### src/sv/rhp_pkg.sv
`timescale 1ns / 1ps
// ----------------------------------------------------------------------------
// rhp_pkg
// Shared types, codes and byte classifiers for the request header parser.
// ----------------------------------------------------------------------------
package rhp_pkg;

   localparam int ByteW = 8;
   localparam int AccW  = 32;

   localparam logic [ByteW-1:0] FieldSepReset = 8'd58;
   localparam logic [ByteW-1:0] ListSepReset  = 8'd44;

   localparam logic [ByteW-1:0] ChA     = 8'h41;
   localparam logic [ByteW-1:0] ChU     = 8'h55;
   localparam logic [ByteW-1:0] ChT     = 8'h54;
   localparam logic [ByteW-1:0] ChO     = 8'h4F;
   localparam logic [ByteW-1:0] ChSlash = 8'h2F;
   localparam logic [ByteW-1:0] ChDot   = 8'h2E;
   localparam logic [ByteW-1:0] ChCr    = 8'h0D;
   localparam logic [ByteW-1:0] ChLf    = 8'h0A;
   localparam logic [ByteW-1:0] ChZero  = 8'h30;
   localparam logic [ByteW-1:0] ChNine  = 8'h39;
   localparam logic [ByteW-1:0] CtlMax  = 8'd31;
   localparam logic [ByteW-1:0] DelChar = 8'd127;

   typedef enum logic [1:0] {
      ST_MORE = 2'd0,
      ST_DONE = 2'd1,
      ST_BAD  = 2'd2
   } status_type;

   typedef enum logic [1:0] {
      KIND_NONE = 2'd0,
      KIND_TYPE = 2'd1,
      KIND_ID   = 2'd2
   } kind_type;

   typedef enum logic [4:0] {
      PH_TYPE_START = 5'd0,
      PH_TYPE       = 5'd1,
      PH_ID_START   = 5'd2,
      PH_ID         = 5'd3,
      PH_LIT_A      = 5'd4,
      PH_LIT_U      = 5'd5,
      PH_LIT_T      = 5'd6,
      PH_LIT_O      = 5'd7,
      PH_LIT_SLASH  = 5'd8,
      PH_MAJ_START  = 5'd9,
      PH_MAJ        = 5'd10,
      PH_MIN_START  = 5'd11,
      PH_MIN        = 5'd12,
      PH_LF1        = 5'd13,
      PH_PAR_START  = 5'd14,
      PH_PAR        = 5'd15,
      PH_LF_END     = 5'd16
   } phase_type;

   typedef enum logic {
      CSR_FIELD_SEP = 1'b0,
      CSR_LIST_SEP  = 1'b1
   } csr_index_type;

   typedef struct packed {
      phase_type       phase;
      logic [AccW-1:0] major;
      logic [AccW-1:0] minor;
      logic [AccW-1:0] param;
   } parse_state_type;

   typedef struct packed {
      status_type      status;
      kind_type        name_kind;
      logic            param_done;
      logic [AccW-1:0] param_word;
   } step_result_type;

   function automatic logic is_special(input logic [ByteW-1:0] b);
      logic hit;
      begin
         unique case (b)
            8'h28, 8'h29, 8'h3C, 8'h3E, 8'h40, 8'h2C, 8'h3B, 8'h3A, 8'h5C, 8'h22,
            8'h2F, 8'h5B, 8'h5D, 8'h3F, 8'h3D, 8'h7B, 8'h7D, 8'h20, 8'h09: hit = 1'b1;
            default: hit = 1'b0;
         endcase
         return hit;
      end
   endfunction

   function automatic logic is_name(input logic [ByteW-1:0] b);
      return (b > CtlMax) && (b < DelChar) && !is_special(b);
   endfunction

   function automatic logic is_num(input logic [ByteW-1:0] b);
      return (b >= ChZero) && (b <= ChNine);
   endfunction

   // acc * 10 + digit, wrapping at the accumulator width
   function automatic logic [AccW-1:0] acc10(input logic [AccW-1:0] acc,
                                             input logic [ByteW-1:0] b);
      return (acc << 3) + (acc << 1) + {{(AccW-4){1'b0}}, b[3:0]};
   endfunction

endpackage

### src/sv/rhp_step.sv
`timescale 1ns / 1ps
// ----------------------------------------------------------------------------
// rhp_step
// Next-state and result logic for one byte of request text.
// ----------------------------------------------------------------------------
module rhp_step (
   input  rhp_pkg::parse_state_type cur_state,
   input  logic [rhp_pkg::ByteW-1:0] in_byte,
   input  logic [rhp_pkg::ByteW-1:0] field_sep,
   input  logic [rhp_pkg::ByteW-1:0] list_sep,
   output rhp_pkg::parse_state_type nxt_state,
   output rhp_pkg::step_result_type result
);
   import rhp_pkg::*;

   logic name_ok;
   logic num_ok;

   assign name_ok = is_name(in_byte);
   assign num_ok  = is_num(in_byte);

   always_comb begin
      nxt_state          = cur_state;
      result.status      = ST_BAD;
      result.name_kind   = KIND_NONE;
      result.param_done  = 1'b0;
      result.param_word  = '0;

      unique case (cur_state.phase)
         PH_TYPE_START: begin
            if (name_ok) begin
               nxt_state.phase  = PH_TYPE;
               result.name_kind = KIND_TYPE;
               result.status    = ST_MORE;
            end
         end
         PH_TYPE: begin
            priority if (in_byte == field_sep) begin
               nxt_state.phase = PH_ID_START;
               result.status   = ST_MORE;
            end else if (name_ok) begin
               result.name_kind = KIND_TYPE;
               result.status    = ST_MORE;
            end else begin
               result.status = ST_BAD;
            end
         end
         PH_ID_START: begin
            if (name_ok) begin
               nxt_state.phase  = PH_ID;
               result.name_kind = KIND_ID;
               result.status    = ST_MORE;
            end
         end
         PH_ID: begin
            priority if (in_byte == field_sep) begin
               nxt_state.phase = PH_LIT_A;
               result.status   = ST_MORE;
            end else if (name_ok) begin
               result.name_kind = KIND_ID;
               result.status    = ST_MORE;
            end else begin
               result.status = ST_BAD;
            end
         end
         PH_LIT_A: begin
            if (in_byte == ChA) begin
               nxt_state.phase = PH_LIT_U;
               result.status   = ST_MORE;
            end
         end
         PH_LIT_U: begin
            if (in_byte == ChU) begin
               nxt_state.phase = PH_LIT_T;
               result.status   = ST_MORE;
            end
         end
         PH_LIT_T: begin
            if (in_byte == ChT) begin
               nxt_state.phase = PH_LIT_O;
               result.status   = ST_MORE;
            end
         end
         PH_LIT_O: begin
            if (in_byte == ChO) begin
               nxt_state.phase = PH_LIT_SLASH;
               result.status   = ST_MORE;
            end
         end
         PH_LIT_SLASH: begin
            // clear both version numbers at the start of the version
            if (in_byte == ChSlash) begin
               nxt_state.phase = PH_MAJ_START;
               nxt_state.major = '0;
               nxt_state.minor = '0;
               result.status   = ST_MORE;
            end
         end
         PH_MAJ_START: begin
            if (num_ok) begin
               nxt_state.major = acc10(cur_state.major, in_byte);
               nxt_state.phase = PH_MAJ;
               result.status   = ST_MORE;
            end
         end
         PH_MAJ: begin
            priority if (in_byte == ChDot) begin
               nxt_state.phase = PH_MIN_START;
               result.status   = ST_MORE;
            end else if (num_ok) begin
               nxt_state.major = acc10(cur_state.major, in_byte);
               result.status   = ST_MORE;
            end else begin
               result.status = ST_BAD;
            end
         end
         PH_MIN_START: begin
            if (num_ok) begin
               nxt_state.minor = acc10(cur_state.minor, in_byte);
               nxt_state.phase = PH_MIN;
               result.status   = ST_MORE;
            end
         end
         PH_MIN: begin
            priority if (in_byte == ChCr) begin
               nxt_state.phase = PH_LF1;
               result.status   = ST_MORE;
            end else if (num_ok) begin
               nxt_state.minor = acc10(cur_state.minor, in_byte);
               result.status   = ST_MORE;
            end else begin
               result.status = ST_BAD;
            end
         end
         PH_LF1: begin
            if (in_byte == ChLf) begin
               nxt_state.phase = PH_PAR_START;
               result.status   = ST_MORE;
            end
         end
         PH_PAR_START: begin
            priority if (in_byte == ChCr) begin
               nxt_state.phase = PH_LF_END;
               result.status   = ST_MORE;
            end else if (num_ok) begin
               nxt_state.param = {{(AccW-4){1'b0}}, in_byte[3:0]};
               nxt_state.phase = PH_PAR;
               result.status   = ST_MORE;
            end else begin
               result.status = ST_BAD;
            end
         end
         PH_PAR: begin
            // list separator wins over CR and digits
            priority if (in_byte == list_sep) begin
               nxt_state.phase    = PH_PAR_START;
               result.param_done  = 1'b1;
               result.param_word  = cur_state.param;
               result.status      = ST_MORE;
            end else if (in_byte == ChCr) begin
               nxt_state.phase    = PH_LF_END;
               result.param_done  = 1'b1;
               result.param_word  = cur_state.param;
               result.status      = ST_MORE;
            end else if (num_ok) begin
               nxt_state.param = acc10(cur_state.param, in_byte);
               result.status   = ST_MORE;
            end else begin
               result.status = ST_BAD;
            end
         end
         PH_LF_END: begin
            result.status = (in_byte == ChLf) ? ST_DONE : ST_BAD;
         end
         default: begin
            result.status = ST_BAD;
         end
      endcase
   end

endmodule

### src/sv/request_header_parser_core.sv
`timescale 1ns / 1ps
// A req_ byte reaches its rsp_ beat through the input register, then the result register.
// Throughput: one byte per cycle unless rsp_ stalls; state and accumulators update per byte.
// A stalled rsp_ side holds one result while one more byte waits in the input register.
// Reset (synchronous, active high) returns to the type start phase, zeroes the accumulators,
// restores the separators to ':' and ',' and empties both registers.
// ----------------------------------------------------------------------------
// request_header_parser_core
// Byte-at-a-time request header parser with valid/ready channels.
// ----------------------------------------------------------------------------
module request_header_parser_core (
   input  logic                             clock,
   input  logic                             reset,
   input  logic                             csr_we,
   input  logic                             csr_index,
   input  logic [rhp_pkg::ByteW-1:0]        csr_wdata,
   input  logic                             req_valid,
   output logic                             req_ready,
   input  logic [rhp_pkg::ByteW-1:0]        req_in_byte,
   output logic                             rsp_valid,
   input  logic                             rsp_ready,
   output logic [1:0]                       rsp_status,
   output logic [1:0]                       rsp_name_kind,
   output logic                             rsp_param_done,
   output logic [rhp_pkg::AccW-1:0]         rsp_param_word,
   output logic [rhp_pkg::AccW-1:0]         rsp_ver_major,
   output logic [rhp_pkg::AccW-1:0]         rsp_version_minor
);
   import rhp_pkg::*;

   logic                in_valid_ff, in_valid_in;
   logic [ByteW-1:0]    in_byte_ff,  in_byte_in;
   logic                out_valid_ff, out_valid_in;
   step_result_type     out_res_ff,  out_res_in;
   logic [AccW-1:0]     out_major_ff, out_major_in;
   logic [AccW-1:0]     out_minor_ff, out_minor_in;
   parse_state_type     state_ff,    state_in;
   logic [ByteW-1:0]    field_sep_ff, field_sep_in;
   logic [ByteW-1:0]    list_sep_ff,  list_sep_in;

   parse_state_type     step_state;
   step_result_type     step_res;
   logic                advance;
   logic                req_take;

   rhp_step u_step (
      .cur_state (state_ff),
      .in_byte   (in_byte_ff),
      .field_sep (field_sep_ff),
      .list_sep  (list_sep_ff),
      .nxt_state (step_state),
      .result    (step_res)
   );

   // move a byte into the result register when that register is free or draining
   assign advance   = in_valid_ff && (!out_valid_ff || rsp_ready);
   assign req_ready = !in_valid_ff || advance;
   assign req_take  = req_valid && req_ready;

   always_comb begin
      in_valid_in  = in_valid_ff;
      in_byte_in   = in_byte_ff;
      out_valid_in = out_valid_ff;
      out_res_in   = out_res_ff;
      out_major_in = out_major_ff;
      out_minor_in = out_minor_ff;
      state_in     = state_ff;
      field_sep_in = field_sep_ff;
      list_sep_in  = list_sep_ff;

      if (advance) begin
         in_valid_in  = 1'b0;
      end
      if (req_take) begin
         in_valid_in = 1'b1;
         in_byte_in  = req_in_byte;
      end

      if (rsp_ready) begin
         out_valid_in = 1'b0;
      end
      if (advance) begin
         out_valid_in = 1'b1;
         out_res_in   = step_res;
         out_major_in = step_state.major;
         out_minor_in = step_state.minor;
         state_in     = step_state;
      end

      if (csr_we) begin
         unique case (csr_index_type'(csr_index))
            CSR_FIELD_SEP: field_sep_in = csr_wdata;
            CSR_LIST_SEP:  list_sep_in  = csr_wdata;
            default:       field_sep_in = field_sep_ff;
         endcase
      end
   end

   always_ff @(posedge clock) begin
      if (reset) begin
         in_valid_ff    <= 1'b0;
         out_valid_ff   <= 1'b0;
         state_ff.phase <= PH_TYPE_START;
         state_ff.major <= '0;
         state_ff.minor <= '0;
         state_ff.param <= '0;
         field_sep_ff   <= FieldSepReset;
         list_sep_ff    <= ListSepReset;
      end else begin
         in_valid_ff  <= in_valid_in;
         out_valid_ff <= out_valid_in;
         state_ff     <= state_in;
         field_sep_ff <= field_sep_in;
         list_sep_ff  <= list_sep_in;
      end
   end

   always_ff @(posedge clock) begin
      in_byte_ff   <= in_byte_in;
      out_res_ff   <= out_res_in;
      out_major_ff <= out_major_in;
      out_minor_ff <= out_minor_in;
   end

   assign rsp_valid         = out_valid_ff;
   assign rsp_status        = out_res_ff.status;
   assign rsp_name_kind     = out_res_ff.name_kind;
   assign rsp_param_done    = out_res_ff.param_done;
   assign rsp_param_word    = out_res_ff.param_word;
   assign rsp_ver_major     = out_major_ff;
   assign rsp_version_minor = out_minor_ff;

endmodule

### config.mk
export PLATFORM = sky130hd
export DESIGN_NAME = request_header_parser_core
export DESIGN_NICKNAME = d
export VERILOG_FILES = /design/src/sv/rhp_pkg.sv /design/src/sv/rhp_step.sv /design/src/sv/request_header_parser_core.sv
export SDC_FILE = /design/constraint.sdc
export NUM_CORES = 1
export LEC_CHECK = 0
export BUFFER_PORTS_ARGS = -buffer_cell sky130_fd_sc_hd__buf_4
export CORE_ASPECT_RATIO = 0.5
export CORE_UTILIZATION = 60
export CTS_BUF_LIST = sky130_fd_sc_hd__clkbuf_4 sky130_fd_sc_hd__clkbuf_8
export CTS_CLUSTER_DIAMETER = 40
export CTS_CLUSTER_SIZE = 20
export DETAILED_ROUTE_END_ITERATION = 12
export HOLD_SLACK_MARGIN = 0.15
export PLACE_DENSITY = 0.78
export SLEW_MARGIN = 15
export SYNTH_ARGS = -nofsm -noshare
export SYNTH_HDL_FRONTEND = slang
export SYNTH_SLANG_ARGS = --single-unit
### constraint.sdc
create_clock -name clock -period 10.6 [get_ports clock]
set_clock_uncertainty 0.05 [all_clocks]
set_input_delay 1.06 -clock clock [delete_from_list [all_inputs] [get_ports clock]]
set_output_delay 1.06 -clock clock [all_outputs]
set_load 0.005 [all_outputs]
==> results.md <==
- Outcome: complete, no violations
- Synth warn: 0
- Most frequent CP cell: inv_1
- Worst Path Max Fanout: 16
- CP endpoint kind: flip-flop
- Setup tns final: 0 ns
- Die H: 114 um
- P per Cell Area: 110 nW/um2
- Worst setup margin: 6.05 ns
- DR iter-0 viols: 1110
- DR DRC count: 0
- Core area: 24200 um2
- CP Launch Type: flip-flop
- Cell count after synthesis: 1618
- H-tree depth: 1
- Post_cts resized: 0
- Post-CTS setup repair buffer count: 0
- Most common cell after layout, fill and taps aside: nand2_1
- Footprint of the multi-input gates: 8790 um2
- Max incr delay on CP: 0.75 ns
- CP arrival: 4.87 ns
- Buf/Inv on CP: 2
- Max IR drop VDD: 0.0813 mV
- Post-synthesis async set-or-reset flop share: 0%
- Filler cells: 1956
- Initial Util: 61.6%
- Post-layout min period: 4.55 ns
- Avg WL per Cell: 18.1 um
- #FFs+latches synth: 228
- Syn Area/Cell: 9.23 um2
- Worst rel slew slack: 26.4%
- Reg clk slew, reported paths: 0.09 ns
- RSZ-0062 raised after global routing: false
- MaxCap Viol Count: 0
- IO Port Bufs: 124
- Clk sinks: 228
- Post-detail-place hpwl: 26300 um
- Syn-to-layout area delta: 11.7%
- HP Class: flip-flop to flip-flop
- Netlist Area Pre-Place: 14900 um2
- Worst setup path category: flip-flop to flip-flop
- GPL Wtd Cong: 0.912
- First-pass GRT wire length: 60400 um
- Synth cell types: 83
- CTS tree: built
- Hold-fix buffers, CTS: 0
- Initial antenna violation count: 0
- CP cell instances: inv_1 > fa_1 > inv_1 > ha_1 > a21o_1 > nand4_1 > a211oi_1 > a21oi_1 > o21ai_1 > a2111oi_0 > nor3_1 > xor2_1 > a22o_1
- Sequential standard cell area: 5660 um2
- Largest net degree at the start of global routing: 80
- Max Freq: 0.220 GHz
- Site Rows: 40
- Remaining global-route overflow: 0
- # IOs: 125
- Dpl ws: 6.08 ns
- Final setup fails: 0
- EDFF count, synth: 109
- Count of pins over their slew limit: 0
- Final Cycle Share: 42.9%
- Syn nets: 1820
- Worst-Skew Late Latency: 0.61 ns
- CP max-delay cell: edfxtp_1
- Worst slew pin tran: 1.10 ns
- Crit path max-delay family: compound AO/OA/AOI/OAI gates
- Total GRT Usage: 29.1%
- Ys flop type: dfxtp_1
- Final WL: 37400 um
- Most frequent cells in the layout: nand2_1 (190), ha_1 (174), buf_4 (136)
- DRT Pass-1 Iters: 6
- Vias per cell: 6.14
- Max clock buf depth: 3
- Final Net Count: 1910
- Die Wd: 225 um
- Hold Vio Cnt, Final: 0
- Antenna Nets Post-Route: 0
- CTS Buf Count: 25
- Ratio of cells with drive above 1 in the final layout: 12.2%
- Vias in the first global route: 12200
- Sequential area share after synthesis: 37.9%
- CP required: 10.92 ns
- Leak: 7.47 nW
- Die area: 25600 um2
- CTS root buf: clkbuf_8
- Via count: 12700
## report_power, final
| part | internal (mW) | switching (mW) |
|---|---|---|
| combinational | 0.0752 | 0.101 |
| clock | 0.314 | 0.370 |
| sequential | 0.954 | 0.0254 |
| total | 1.34 | 0.497 |
## Yosys cell counts, types with 43 or more instances
cell type	count	area (um2)
a21o_1	43	323
a21oi_1	125	626
a22o_1	45	394
and2_1	43	269
clkbuf_1	52	195
dfxtp_1	119	2380
edfxtp_1	109	3270
ha_1	174	2180
inv_1	49	184
nand2_1	190	713
nor2_1	126	473
o21ai_0	91	455
xnor2_1	58	508
## worst register-to-register path: cells and delay by family (launching register included)
kind,cells,cell delay [ns]
xor+xnor,1,0.11
buf+inv,2,0.38
fa+ha+maj,2,0.91
flops,1,0.75
compound gates,6,1.72
simple gates,2,0.40
## layout make-up
| type | instances | area share, % |
|---|---|---|
| Timing Repair Buffer | 136 | 6.12 |
| Clock buffer | 29 | 2.32 |
| Inverter | 50 | 1.16 |
| Antenna cell | 1 | 0.0150 |
| Clock inverter | 17 | 1.24 |
| Tap cell | 336 | 2.52 |
| Multi-Input combinational cell | 1267 | 52.7 |
| Sequential cell | 228 | 33.9 |
## flip-flops by register name, summed over array words and instances, names as in the netlist
name and cells:
state_ff 101, rsp_param_word 32, rsp_ver_major 32, rsp_version_minor 32, field_sep_ff 8, in_byte_ff 8, list_sep_ff 8, rsp_name_kind 2
rsp_status 2, in_valid_ff 1, rsp_param_done 1, rsp_valid 1
## path summary, 6_finish.rpt
check                      start                end  slack (ns)  depth (start not counted)
setup / recovery   in_byte_ff[3]  rsp_ver_major[25]        6.05                         13
hold / removal    list_sep_ff[7]     list_sep_ff[7]        0.43                          2
setup reg to reg   in_byte_ff[3]  rsp_ver_major[25]        6.05                         13
hold reg to reg   list_sep_ff[7]     list_sep_ff[7]        0.43                          2
## routing by layer
metal | GRT usage (%) | vias to the layer above | routed length [um]
li1 | - | 6127 | -
met1 | 38.2 | 6119 | 16900
met2 | 50.1 | 358 | 17700
met3 | 4.66 | 60 | 2000
met4 | 7.85 | 0 | 794
met5 | 0 | - | 0
## cell families (layout without fill, tap and decap cells)
| family | Yosys count | after routing | synth area share (%) |
|---|---|---|---|
| DFF | 228 | 228 | 37.9 |
| adders and majority gates | 180 | 180 | 15.4 |
| and+or+nand+nor | 523 | 523 | 16.5 |
| xor gates and xnor gates | 89 | 89 | 5.22 |
| buffers and inverters | 123 | 232 | 3.29 |
| muxes | 6 | 6 | 0.411 |
| AOI/OAI and AO/OA | 469 | 469 | 21.3 |
| other | 0 | 1 | 0 |
## metrics by stage
stage | util [%] | area (um2) | power, mW | cells | hold WS [ns]
2_1_floorplan | - | 14900 | 1.10 | 1618 | 0.391
3_5_place_dp | 66.4 | 16100 | 1.17 | 2017 | 0.410
4_1_cts | 68.8 | 16700 | 1.86 | 2063 | 0.422
3_3_place_gp | 66.4 | 16100 | 1.17 | 2017 | 0.407
5_1_grt | 68.8 | 16700 | 1.91 | 2063 | 0.457
6_report | 68.8 | 16700 | 1.84 | 2064 | 0.426
Power figures use the tool's default switching activity.
